**src/rtl/bfac_pkg.sv**
```systemverilog
// Package for the Bloom filter add/check block: hash constants, command and status types.
// Used by bfac_ctrl, bfac_datapath and bloom_filter_add_check_core; depends on nothing.
`default_nettype none
package bfac_pkg;
    localparam logic [31:0] FNV_BASIS = 32'h811c9dc5;
    localparam logic [31:0] FNV_PRIME = 32'h01000193;
    localparam logic [31:0] MUR_C1    = 32'hcc9e2d51;
    localparam logic [31:0] MUR_C2    = 32'h1b873593;
    localparam logic [31:0] MUR_N     = 32'he6546b64;
    localparam logic [31:0] MUR_F1    = 32'h85ebca6b;
    localparam logic [31:0] MUR_F2    = 32'hc2b2ae35;
    localparam logic        KIND_ADD  = 1'b0;
    localparam logic        KIND_CHK  = 1'b1;

    typedef struct packed {
        logic clr_step;
        logic load;
        logic hash_step;
        logic probe_start;
        logic div_step;
        logic mem_access;
        logic probe_next;
    } t_cmd;

    typedef struct packed {
        logic clr_done;
        logic hash_done;
        logic div_done;
        logic probes_done;
        logic bit_val;
        logic is_check;
    } t_stat;
endpackage
`default_nettype wire

```
**src/rtl/bfac_ctrl.sv**
```systemverilog
// Controller state machine: clearing pass, hashing, per-probe divide and memory access.
// Depends on bfac_pkg; commands bfac_datapath.
`default_nettype none
module bfac_ctrl (
    input  wire logic            i_clk,
    input  wire logic            i_rst_n,
    input  wire logic            i_in_valid,
    output logic                 o_in_stall,
    output logic                 o_out_valid,
    input  wire logic            i_out_stall,
    output logic                 o_present,
    output bfac_pkg::t_cmd       o_cmd,
    input  wire bfac_pkg::t_stat i_stat
);
    localparam logic [2:0] ST_CLR  = 3'd0;
    localparam logic [2:0] ST_IDLE = 3'd1;
    localparam logic [2:0] ST_HASH = 3'd2;
    localparam logic [2:0] ST_DIV  = 3'd3;
    localparam logic [2:0] ST_MEM  = 3'd4;
    localparam logic [2:0] ST_CHK  = 3'd5;

    logic [2:0] r_state;
    logic [2:0] n_state;
    logic       r_ok;
    logic       n_ok;
    logic       r_out_valid;
    logic       r_present;
    logic       fin;
    logic       fin_val;

    assign o_in_stall = (r_state != ST_IDLE) || r_out_valid;

    always_comb begin
        o_cmd   = '0;
        n_state = r_state;
        n_ok    = r_ok;
        fin     = 1'b0;
        fin_val = 1'b0;
        case (r_state)
            ST_CLR: begin
                o_cmd.clr_step = 1'b1;
                if (i_stat.clr_done) begin
                    o_cmd.clr_step = 1'b0;
                    n_state = ST_IDLE;
                end
            end
            ST_IDLE: begin
                if (i_in_valid && !r_out_valid) begin
                    o_cmd.load = 1'b1;
                    n_ok    = 1'b1;
                    n_state = ST_HASH;
                end
            end
            ST_HASH: begin
                if (i_stat.hash_done) begin
                    o_cmd.probe_start = 1'b1;
                    n_state = ST_DIV;
                end else begin
                    o_cmd.hash_step = 1'b1;
                end
            end
            ST_DIV: begin
                if (i_stat.div_done) begin
                    o_cmd.mem_access = 1'b1;
                    n_state = ST_MEM;
                end else begin
                    o_cmd.div_step = 1'b1;
                end
            end
            ST_MEM: n_state = ST_CHK;
            ST_CHK: begin
                n_ok = r_ok & i_stat.bit_val;
                if (i_stat.probes_done) begin
                    fin     = i_stat.is_check;
                    fin_val = n_ok;
                    n_state = ST_IDLE;
                end else begin
                    o_cmd.probe_next = 1'b1;
                    n_state = ST_DIV;
                end
            end
            default: n_state = ST_IDLE;
        endcase
    end

    always_ff @(posedge i_clk) begin
        if (!i_rst_n) begin
            r_state     <= ST_CLR;
            r_ok        <= 1'b0;
            r_out_valid <= 1'b0;
        end else begin
            r_state <= n_state;
            r_ok    <= n_ok;
            if (fin) begin
                r_out_valid <= 1'b1;
            end else if (!i_out_stall) begin
                r_out_valid <= 1'b0;
            end
        end
    end

    always_ff @(posedge i_clk) begin
        if (fin) begin
            r_present <= fin_val;
        end
    end

    assign o_out_valid = r_out_valid;
    assign o_present   = r_present;

    a_no_accept_busy: assert property (@(posedge i_clk) disable iff (!i_rst_n)
        (r_state != ST_IDLE) |-> o_in_stall)
        else $error("accept outside idle");
    a_fin_free: assert property (@(posedge i_clk) disable iff (!i_rst_n)
        fin |-> !r_out_valid)
        else $error("result overwritten");
    a_out_set: assert property (@(posedge i_clk) disable iff (!i_rst_n)
        fin |=> o_out_valid)
        else $error("result lost");
endmodule
`default_nettype wire

```
**config.mk**
```make
export PLATFORM = sky130hd
export DESIGN_NAME = bfac_ctrl
export DESIGN_NICKNAME = d
export VERILOG_FILES = /design/src/rtl/bfac_pkg.sv /design/src/rtl/bfac_ctrl.sv
export SDC_FILE = /design/constraint.sdc
export NUM_CORES = 1
export LEC_CHECK = 0
export BUFFER_PORTS_ARGS = -buffer_cell sky130_fd_sc_hd__buf_2
export CAP_MARGIN = 5
export CORE_AREA = 3 3 40 42
export CTS_BUF_LIST = sky130_fd_sc_hd__clkbuf_4 sky130_fd_sc_hd__clkbuf_8
export CTS_CLUSTER_SIZE = 40
export DETAILED_ROUTE_END_ITERATION = 12
export DIE_AREA = 0 0 43 45
export SLEW_MARGIN = 20
export SYNTH_ARGS = -nofsm -noshare
export SYNTH_HDL_FRONTEND = slang
export SYNTH_SLANG_ARGS = --single-unit
```
**constraint.sdc**
```tcl
create_clock -name i_clk -period 1.9 [get_ports i_clk]
set_input_delay 0.38 -clock i_clk [delete_from_list [all_inputs] [get_ports i_clk]]
set_output_delay 0.38 -clock i_clk [all_outputs]
set_load 0.01 [all_outputs]
```
After elaboration in Yosys (flattened, before gate mapping)
Index checks and enable logic that the tools add are counted. Widths: inputs -> output; s select.

Memories kept: 0. ROM bits: 0. Output and inout bits: 10. RAM bits: 0. Bits in latches: 0. Bits of input ports: 10. Register bits after elaboration: 6. Logic and storage cells: 48.

Equal/unequal tests: 11. Add/sub/neg operators: 0. Reductions and logical operators: 8. Mux-type cells: 24. Multiply operators: 0. Shift-type cells: 0. Bitwise gates (word level): 1. Order comparisons: 0. Div/mod/pow operators: 0.

Operators with widths (number): $pmux 3 s6 (1); $mux 1 (15); $mux 3 (4); $ne 2x2->1 const B (4); $eq 3x2->1 const B (2); $eq 3x3->1 const B (2); $mux 2 (3); $reduce_and 2->1 (2); $reduce_and 4->1 (1); $eq 3x1->1 const B (1); $logic_not 3->1 (1); $ne 3x1->1 const B (1); $ne 2x1->1 const B (1); $pmux 1 s2 (1); $reduce_bool 2->1 (1); $and 1x1->1 (1); $logic_and 1x1->1 (1); $logic_not 1->1 (1); $logic_or 1x1->1 (1).

Depth between registers and ports, before layout
Depth after elaboration: 4. Mapped depth: 6. Depth with buffers taken out: 5.

Worst setup path before layout
Ideal clock, no wire load.

Kind: register to output. Start: reg r_state[0]. End: out o_cmd[6] (netlist bit). Buffers on the path: 1. Required time: 1.520 ns. Data arrival time: 0.948 ns. Cell stages (with the launch flop): 3. Slack: 0.572 ns. Path through: dfxtp_1 -> clkbuf_1 -> nor4_1.

RTL lines: from (decl) (RTL line bfac_ctrl.sv:22) `logic [2:0] r_state;`; from (signal assigned) (RTL line bfac_ctrl.sv:92) `r_state <= n_state;`; to (decl) (RTL line bfac_ctrl.sv:12) `output bfac_pkg::t_cmd o_cmd,`.

==> results.ini <==
[synthesis]
synth_seq_area_share_pct = 32.30
synthCells = 48
yosys_warnings = 0
syn_nets = 59
synth_area_leaders = dfxtp_1 (25%), edfxtp_1 (7.5%), nor2_1 (7.5%), nor4b_4 (5.9%), o21a_1 (5.6%)
synth-edff-count = 1
synth_common_cells = nor2_1 (8), dfxtp_1 (5), nand2_1 (4)
ys_ff_latch = 6
yosysMostFrequentCell = nor2_1
synth_ff_type = dfxtp_1
async_reset_ff_share_pct = 0
avgSynthCellArea_sq_um = 8.393
yosysUniqueCellTypes = 25
syn_area_sq_um = 402.9
synth_top_area_share_pct = 24.84
synth_top_cell_by_area = dfxtp_1

[grt]
grt_use_met3_pct = 5.976
grt_pass1_vias = 370
grt_usage_pct = 11.26
grt_pass1_wl_microns = 1524
antenna_found_initial = 0
grt_max_degree = 14
top_usage_layer = met2
grt_overflow_total = 0
gr-usage-met2_pct = 19.46
use_met1_pct = 11.14

[route]
vias_per_cell = 4.798
vias = 403
routedWlPerCell_microns = 11.40
drc_errors = 0
drtIter0Drc = 6
wl_microns = 958
firstDrtPassIters = 4
ant_nets = 0

[sta]
fin_skew_ns = 0.01092
setup_violations = 0
finalMaxSlewViolations = 0
slew_headroom_pct = 75.07
hold_viol_final = 0
timing.final.crit_share_pct = 94.24
fin_crit_ns = 1.791
rsz0062_at_grt = no
max_freq_ghz = 0.5585
holdWs_ns = 0.3896
tightest_slew_ns = 0.3734
fin_setup_tns_ns = 0

[clock_network]
ctsHoldBuffers = 0
clockBufferDepth = 2
cts_tree = done
cts_buffers = 3
cts_resized = 0
clk_pin_slew_ns = 0.06
h-tree-depth = 1
root_buffer = clkbuf_4
insertion_delay_ns = 0.26
cts_sinks = 6
postCtsSetupBuffers = 0

[power_and_ir_drop]
p_leak_nw = 0.2369
peakVddDrop_mv = 0.3112
power.density_nw_per_um2 = 669.6

[setup_path]
crit_family = flip-flops
worstSetupPathType = flop to output port
reg2reg_slack_ns = 0.36
path_max_fanout = 13
worst_r2r_path_depth = 5
critPathCaptureType = output port
rr_startpoint = r_state[1]$_SDFFE_PN0P_
slowest_delay_ns = 0.54
start_kind = flop
crit_chain = nor4b_4 -> and2_4 -> buf_2
regToRegEndpoint = r_state[0]$_SDFFE_PN0P_
critPathSlowestCell = dfxtp_1
startpoint = r_state[0]$_SDFFE_PN0P_
path_depth = 3
arrival_ns = 1.41
cp.required_ns = 1.52
critPathCapture = o_cmd[5]
path_buf_inv = 1

[final_layout]
n_antenna_cell = 0
design_area_sq_um = 531.8
area_growth_pct = 31.99
fin_nets = 81
drive_gt1_share_pct = 39.13
final_cells = 84

[placed_design]
io_buffers = 19
hpwl_microns = 742.4
gp_congestion = 0.6836
placed_area_sq_um = 501.7
placed_cells = 80

[floorplan]
dieHeight_microns = 45
die_area_sq_um = 1935
ios = 20
rows = 13
die_x_microns = 43
core_sq_um = 1285
initial_utilization_pct = 31.35

[min_path]
holdCritPathClass = primary input to flop

[run_status]
outcome = finished clean

[flow_run]
max_cap_violations = 0

## where the power goes
group          internal [mW]  leakage (nW)  switching, mW
Combinational         0.0321         0.167         0.0278
Sequential             0.134        0.0512         0.0102
Clock                 0.0945        0.0184         0.0575
## per-layer routing
metal | routed length, microns | vias to the layer above | part of all wire, %
met4 | 14 | 0 | 1.5
met3 | 36 | 2 | 3.8
met5 | 0 | - | 0
li1 | - | 211 | -
met2 | 499 | 7 | 52
met1 | 407 | 183 | 42
## metrics by stage
step	total power, mW	setup WS [ns]	util [%]
2_1_floorplan	0.1839	0.5720	-
3_3_place_gp	0.2052	0.3871	39.05
3_5_place_dp	0.2063	0.3863	39.05
4_1_cts	0.3582	0.1257	41.38
5_1_grt	0.3805	0.007964	41.38
6_report	0.3561	0.1094	41.38
## how the worst min path moves through the flow
stage	slack [ns]	startpoint	cells after the start	to
final	0.39	i_out_stall	3	o_out_valid$_SDFFE_PN0P_
after floorplan	0.50	i_rst_n	1	r_ok$_SDFFE_PN0P_
after global routing	0.38	i_out_stall	3	o_out_valid$_SDFFE_PN0P_
after CTS	0.39	i_out_stall	3	o_out_valid$_SDFFE_PN0P_
after global placement	0.55	r_ok$_SDFFE_PN0P_	2	r_ok$_SDFFE_PN0P_
after detailed placement	0.56	o_out_valid$_SDFFE_PN0P_	2	o_out_valid$_SDFFE_PN0P_
## layout make-up
type	count	area, sq um
clock buffers	4	30.03
fillers	152	753.2
inverters	2	7.507
multi-input cells	38	250.2
flip-flops and latches	6	130.1
well taps	15	18.77
repair buffers	19	95.09
## state kept, by name (all words and copies together), names as in the netlist
register / flops
o_out_valid: 1
r_ok: 1
o_present: 1
r_state: 3
## cells by family (layout without fill, tap and decap cells)
family	Yosys count	count (layout)	synth area share [%]
AND/OR/NAND/NOR	27	27	39.44
adder cells (fa/ha/maj)	1	1	3.105
multiplexers	1	1	2.485
flip-flops	6	6	32.30
AO/OA/AOI/OAI	9	9	17.08
buffers and inverters	4	25	5.590
## tightest hold or removal path: cells and delay by family
| family | cells | cell delay, ns |
|---|---|---|
| AOI/OAI and AO/OA | 1 | 0.05 |
| buffers and inverters | 1 | 0.08 |
| and+or+nand+nor | 1 | 0.10 |
## cell usage in the layout, fill, tap and decap left out
| cell type | instances |
|---|---|
| dfxtp_1 | 5 |
| o21ai_0 | 2 |
| nor4_1 | 1 |
| inv_1 | 2 |
| o311a_1 | 1 |
| edfxtp_1 | 1 |
| o21a_1 | 3 |
| and2_4 | 1 |
| a21oi_1 | 2 |
| a21oi_4 | 1 |
| nand2b_1 | 3 |
| nor2_1 | 8 |
| nor3_1 | 1 |
| mux2i_1 | 1 |
| buf_2 | 19 |
| nand3b_1 | 1 |
| nor4b_4 | 1 |
| nor2_2 | 1 |
| nand3_1 | 2 |
| nand2_1 | 4 |
| ha_1 | 1 |
| nor3b_1 | 2 |
| clkbuf_4 | 4 |
| nor2b_1 | 1 |
| and3_1 | 1 |
Note: power is estimated with default switching activity, not from simulation.
